--- config.mk ---
export PLATFORM = sky130hd
export DESIGN_NAME = acx_front
export DESIGN_NICKNAME = d
export VERILOG_FILES = /design/src/rtl/acx_pkg.sv /design/src/rtl/acx_front.sv
export SDC_FILE = /design/constraint.sdc
export NUM_CORES = 1
export LEC_CHECK = 0
export BUFFER_PORTS_ARGS = -buffer_cell sky130_fd_sc_hd__buf_4
export CAP_MARGIN = 20
export CELL_PAD_IN_SITES_DETAIL_PLACEMENT = 0
export CELL_PAD_IN_SITES_GLOBAL_PLACEMENT = 1
export CORE_MARGIN = 2
export CORE_UTILIZATION = 47
export CTS_CLUSTER_DIAMETER = 200
export DETAILED_ROUTE_END_ITERATION = 7
export GPL_TIMING_DRIVEN = 0
export PLACE_DENSITY_LB_ADDON = 0.1
export SYNTH_ARGS = -nofsm -noshare
export SYNTH_HDL_FRONTEND = slang
export SYNTH_SLANG_ARGS = --single-unit
--- constraint.sdc ---
create_clock -name i_clk -period 5.3 [get_ports i_clk]
set_input_delay 1.06 -clock i_clk [delete_from_list [all_inputs] [get_ports i_clk]]
set_output_delay 1.06 -clock i_clk [all_outputs]
set_load 0.01 [all_outputs]
--- src/rtl/acx_pkg.sv ---
// ----------------------------------------------------------------------------
// acx_pkg
// Shared types and constants of the accumulator CPU subset executor.
// ----------------------------------------------------------------------------
package acx_pkg;
    localparam int ADDR_BITS_DEF = 16;

    typedef enum logic [4:0] {
        OP_HLT = 5'd0, OP_LDI = 5'd1, OP_LDA = 5'd2, OP_LXI = 5'd3, OP_MOV = 5'd4,
        OP_INX = 5'd5, OP_ADD = 5'd6, OP_STA = 5'd7, OP_JNZ = 5'd8, OP_CMP = 5'd9,
        OP_JNC = 5'd10, OP_MVI = 5'd11, OP_JZ = 5'd12, OP_DCR = 5'd13,
        OP_XCHG = 5'd14, OP_INR = 5'd15, OP_DCX = 5'd16, OP_PUSH = 5'd17,
        OP_POP = 5'd18, OP_XTHL = 5'd19, OP_SPHL = 5'd20, OP_JC = 5'd21
    } t_op;

    localparam logic [2:0] REG_B = 3'd0;
    localparam logic [2:0] REG_C = 3'd1;
    localparam logic [2:0] REG_H = 3'd4;
    localparam logic [2:0] REG_L = 3'd5;
    localparam logic [2:0] REG_M = 3'd6;
    localparam logic [2:0] REG_A = 3'd7;
    localparam logic [1:0] PAIR_SP = 2'd3;

    // classified instruction handed from front to back
    typedef struct packed {
        logic [4:0]  op;
        logic [2:0]  dst;
        logic [2:0]  src;
        logic [1:0]  pr;
        logic [15:0] imm;
        logic [15:0] dir;
        logic        two_mem;  // touches two memory bytes
    } t_instr;

    typedef enum logic [1:0] {ST_FIRST, ST_SECOND, ST_CLEAR} t_state;
endpackage

--- src/rtl/acx_front.sv ---
// ----------------------------------------------------------------------------
// acx_front
// Accepts input items, classifies them and queues them for execution.
// ----------------------------------------------------------------------------
module acx_front (
    input  logic            i_clk,
    input  logic            i_rst_n,
    input  logic            i_valid,
    output logic            o_ready,
    input  logic [44:0]     i_data,
    output logic            o_valid,
    input  logic            i_ready,
    output acx_pkg::t_instr o_instr
);
    import acx_pkg::*;

    t_instr      r_q [2];
    logic        r_wp, r_rp;
    logic [1:0]  r_cnt;
    t_instr      w_in;
    logic        w_push, w_pop;

    // classify
    always_comb begin
        w_in.op  = i_data[4:0];
        w_in.dst = i_data[7:5];
        w_in.src = i_data[10:8];
        w_in.pr  = i_data[12:11];
        w_in.imm = i_data[28:13];
        w_in.dir = i_data[44:29];
        w_in.two_mem = ((i_data[4:0] == OP_PUSH || i_data[4:0] == OP_POP)
                        && i_data[12:11] != PAIR_SP) || i_data[4:0] == OP_XTHL;
    end

    assign o_ready = (r_cnt != 2'd2);
    assign o_valid = (r_cnt != 2'd0);
    assign w_push  = i_valid && o_ready;
    assign w_pop   = o_valid && i_ready;
    assign o_instr = r_q[r_rp];

    // two-entry queue
    always_ff @(posedge i_clk) begin
        if (!i_rst_n) begin
            r_wp <= 1'b0;
            r_rp <= 1'b0;
            r_cnt <= 2'd0;
        end else begin
            if (w_push) r_wp <= ~r_wp;
            if (w_pop) r_rp <= ~r_rp;
            r_cnt <= r_cnt + {1'b0, w_push} - {1'b0, w_pop};
        end
    end

    always_ff @(posedge i_clk) begin
        if (w_push) r_q[r_wp] <= w_in;
    end
endmodule

; ---- After elaboration in Yosys (flattened, before gate mapping)
; Memories as Yosys holds them, arrays and structs flattened. A register that Yosys moved wholly into a read port is not among the register bits.
; Cells that the tools add are included.
[op_classes]
add_sub_neg = 2
mul = 0
div = 0
magnitude_cmp = 0
eq_ne = 5
shifts = 0
n_mux = 4
bitwise = 2
reduce_logical = 6
[op_table]
columns = operator, count
row1 = $eq A5 B5 Y1 const B, 3
row2 = $mux W1, 4
row3 = $ne A2 B2 Y1 const B, 2
row4 = $logic_and A1 B1 Y1, 3
row5 = $add A2 B1 Y2, 1
row6 = $logic_or A1 B1 Y1, 2
row7 = $not A1 Y1, 2
row8 = $reduce_bool A2 Y1, 1
row9 = $sub A2 B1 Y2, 1
[word_totals]
ff_bits = 4
latchBits = 0
ram_bits = 92
rom_bits = 0
in_bits = 49
output_inout_bits = 48
word_cells = 23
mem_count = 1
[memory_table]
columns = name, words, word_bits, rd, rd_clocked_by_memory_dff, write_ports, line
row1 = r_q, 2, 46, 1, 1, 1, acx_front.sv:17  ; t_instr r_q [2];

; ---- Depth between registers and ports, before layout
[logic_depth]
word_depth = 4
ltp_mapped = 6

; ---- Least setup slack after synthesis
; Ideal clock, no wire load.
[synth_path]
path_type = input-to-reg
start = in i_valid
end = mem r_q[1][0] (netlist name) (enable)
setup_ns = 0.408
arrival_time_ns = 2.209
t_required_ns = 4.892
setup_slack_ns = 2.683
path_stages = 1
path_cell_list = and3_1
[synth_via]
elab_chain_cells = 3
[synth_lines]
columns = item, line
row1 = "start, declared", acx_front.sv:8  ; input logic i_valid,
row2 = $logic_and A1 B1 Y1, acx_front.sv:37  ; assign w_push = i_valid && o_ready;
row3 = $mux W1, acx_front.sv:55  ; if (w_push) r_q[r_wp] <= w_in;
row4 = $mux W1 (implied by the code), acx_front.sv:55
row5 = "end, declared", acx_front.sv:17
; No other way between the ends.

==> flow_metrics.py <==
metrics = {
    "drt": {
        "drtPass1Iterations": 4,
        "ant_nets": 0,
        "wire_per_inst_um": 15.2,
        "drc": 0,
        "vias": 1885,
        "wirelength_mm": 5.94,
        "vias_per_cell": 4.81,
        "drt_iter0_drc": 63,
    },
    "sta": {
        "fin_crit_ns": 2.59,
        "setup_viol": 0,
        "finalHoldViolCount": 0,
        "fin_tns_setup_ns": 0,
        "rsz0062_at_grt": "no",
        "tightest_slew_ns": 0.620,
        "fmax_mhz": 387,
        "relSlewSlack": 0.587,
        "whs_ns": 0.593,
        "skew_ns": 0.00548,
        "finalCritPeriodShare": 0.488,
        "finalMaxSlewViolations": 0,
    },
    "floorplanning": {
        "die_area_um2": 8420,
        "io_pins": 97,
        "die_x_um": 91.8,
        "die_h_um": 91.8,
        "initial_core_util": 0.476,
        "core_um2": 7610,
        "rows": 32,
    },
    "logic_synthesis": {
        "ys_ff_latch": 97,
        "synth-adder-area-share": 0.00622,
        "synth_simple_gate_area_frac": 0.0242,
        "avgSynthCellArea_um2": 20.6,
        "syn-cell-area_um2": 3620,
        "ys_types": 25,
        "synth_top_flop_cell": "edfxtp_1",
        "synth_xor_area_frac": 0.00242,
        "synth_cells": 176,
        "synth-seq-area-share": 0.791,
        "synth_compound_area_frac": 0.0149,
        "async_reset_ff_frac": 0,
        "synth_top_family_by_area": "multiplexers",
        "yosys_warnings": 0,
        "synth_edf_count": 92,
        "synth.area.mux_share": 0.146,
        "syn_nets": 226,
    },
    "global_routing": {
        "grt_overflow": 0,
        "grt_start_max_net_pins": 28,
        "grt_pass1_wl_mm": 9.36,
        "grt_pass1_vias": 1931,
        "antenna_found_initial": 0,
        "grt_use_total": 0.149,
    },
    "finish": {
        "layout.cells.non_filler": 392,
        "final_util": 0.618,
        "drive_gt1_frac": 0.579,
        "diodes": 0,
        "area_delta_synth_final_pct": 29.9,
        "nets": 335,
    },
    "clocking": {
        "cts_setup_buffers": 0,
        "numCtsBuffers": 9,
        "htree_levels": 3,
        "cts-resized-gates": 0,
        "cts.sinks": 97,
        "cts.path.max_buffers": 2,
        "cts_hold_buffers": 0,
        "clkTransAtPathRegs_ns": 0.08,
        "cts_tree": "yes",
        "insertion_delay_ns": 0.35,
        "root_buffer": "clkbuf_8",
    },
    "min_path": {
        "hp-class": "reg2reg",
        "hold_path_depth": 2,
        "min-delay-start": "r_wp",
        "whs_endpoint": "r_wp",
    },
    "power_and_ir_drop": {
        "finalPower_uw": 1900,
        "p_leak_uw": 0.00177,
        "powerDensity_nw_per_um2": 405,
        "irDropWorstVdd_mv": 0.218,
    },
    "worst_setup_path": {
        "end_kind": "primary output",
        "rr_endpoint": "r_q[1][13]",
        "crit_type": "reg2out",
        "critPathLaunchType": "flop",
        "cp.arrival_ns": 1.53,
        "rrSetupSlack_ns": 3.43,
        "r2r_start": "r_cnt[0]",
        "worstRegToRegCells": 3,
        "required_ns": 4.24,
        "path_max_fanout": 10,
    },
    "outcome": {
        "status": "finished clean",
    },
    "placed_design": {
        "numPortBuffers": 96,
        "dp.cells": 376,
        "gp_congestion": 0.733,
        "hpwlAfterDp_mm": 4.01,
    },
    "job": {
        "cap_violations": 0,
    },
}
==> kinds of logic after synthesis <==
kind of cell             count (synthesis)
AO/OA/AOI/OAI                            7
adder cells (fa/ha/maj)                  2
flip-flops                              97
XOR/XNOR                                 1
AND/OR/NAND/NOR                         16
buffers and inverters                    6
multiplexers                            47
==> metal layers <==
metal / GRT usage / wire length [µm] / vias to the layer above
li1: - / - / 905
met1: 0.182 / 2470 / 919
met2: 0.249 / 3050 / 55
met3: 0.0509 / 350 / 6
met4: 0.0485 / 68 / 0
met5: 0 / 0 / -
==> Yosys cell counts, drive strengths merged (2+ instances only) <==
cell type / number / area [µm²]
and2: 3 / 18.8
and3: 2 / 12.5
nand2b: 2 / 12.5
edfxtp: 92 / 2760
o21ai: 2 / 10.0
nor2: 3 / 11.3
buf: 5 / 52.6
mux2: 46 / 518
dfxtp: 5 / 100
nand2: 2 / 7.51
a21bo: 2 / 20.0
==> power breakdown <==
part / switching, µW / total, µW / leakage (µW) / internal (µW)
Sequential: 24.0 / 955 / 0.000903 / 931
Combinational: 218 / 492 / 0.000766 / 274
Clock: 240 / 458 / 0.0000994 / 218
Total: 482 / 1900 / 0.00177 / 1420
==> cell usage in the layout (no fill, tap or decap) <==
| cell type | count |
|---|---|
| buf_4 | 97 |
| edfxtp_1 | 92 |
| mux2_2 | 46 |
| clkbuf_8 | 9 |
| dfxtp_1 | 5 |
| buf_6 | 4 |
| nor2_1 | 3 |
| and2_1 | 3 |
| clkinv_2 | 3 |
| nand2b_1 | 2 |
| nand2_1 | 2 |
| a21bo_1 | 2 |
| buf_12 | 2 |
| nor2b_1 | 1 |
| a211oi_1 | 1 |
| nand3_1 | 1 |
| o21ai_0 | 1 |
| or2_2 | 1 |
| and3_2 | 1 |
| maj3_1 | 1 |
| and3_1 | 1 |
| o21ai_1 | 1 |
| xnor2_1 | 1 |
| nand3b_1 | 1 |
| inv_2 | 1 |
| a21boi_1 | 1 |
| a32oi_1 | 1 |
| mux2i_1 | 1 |
| ha_1 | 1 |
| inv_6 | 1 |
| clkinvlp_4 | 1 |
| clkinv_4 | 1 |
| bufinv_16 | 1 |
==> how the worst max path moves through the flow <==
| stage | slack [ns] | cells after the start | to |
|---|---|---|---|
| 6_report | 2.71 | 4 | o_instr[25] |
| 5_1_grt | 2.64 | 4 | o_instr[25] |
| 4_1_cts | 2.68 | 4 | o_instr[8] |
| 3_5_place_dp | 2.90 | 3 | r_q[1][32] |
| 3_3_place_gp | 1.90 | 2 | r_q[1][32] |
| 2_1_floorplan | 2.68 | 1 | r_q[1][0] |
==> state kept, by name, summed over array words and instances (netlist names), named ones only <==
name	count
r_cnt	2
r_q	92
r_rp	1
r_wp	1
==> stage by stage <==
stage          area (µm²)  worst slack, ns
6_report             4700             2.71
5_1_grt              4700             2.64
4_1_cts              4700             2.68
3_5_place_dp         4510             2.90
3_3_place_gp         4470             1.90
2_1_floorplan        3620             2.68
==> critical path: stages (launching register included) <==
cell     delay (ns)
dfxtp_1        0.31
buf_4          0.19
buf_6          0.18
mux2_2         0.35
buf_4          0.15
==> layout make-up <==
cell class / count / area (µm²)
repair buffers: 98 / 761
multi-input cells: 73 / 702
clock buffers: 9 / 124
plain buffers: 5 / 52.6
flip-flops and latches: 97 / 2860
fillers: 603 / 2900
inverters: 1 / 3.75
well taps: 102 / 128
clock inverters: 7 / 70.1
No activity file was read; power rests on OpenSTA's default activity.
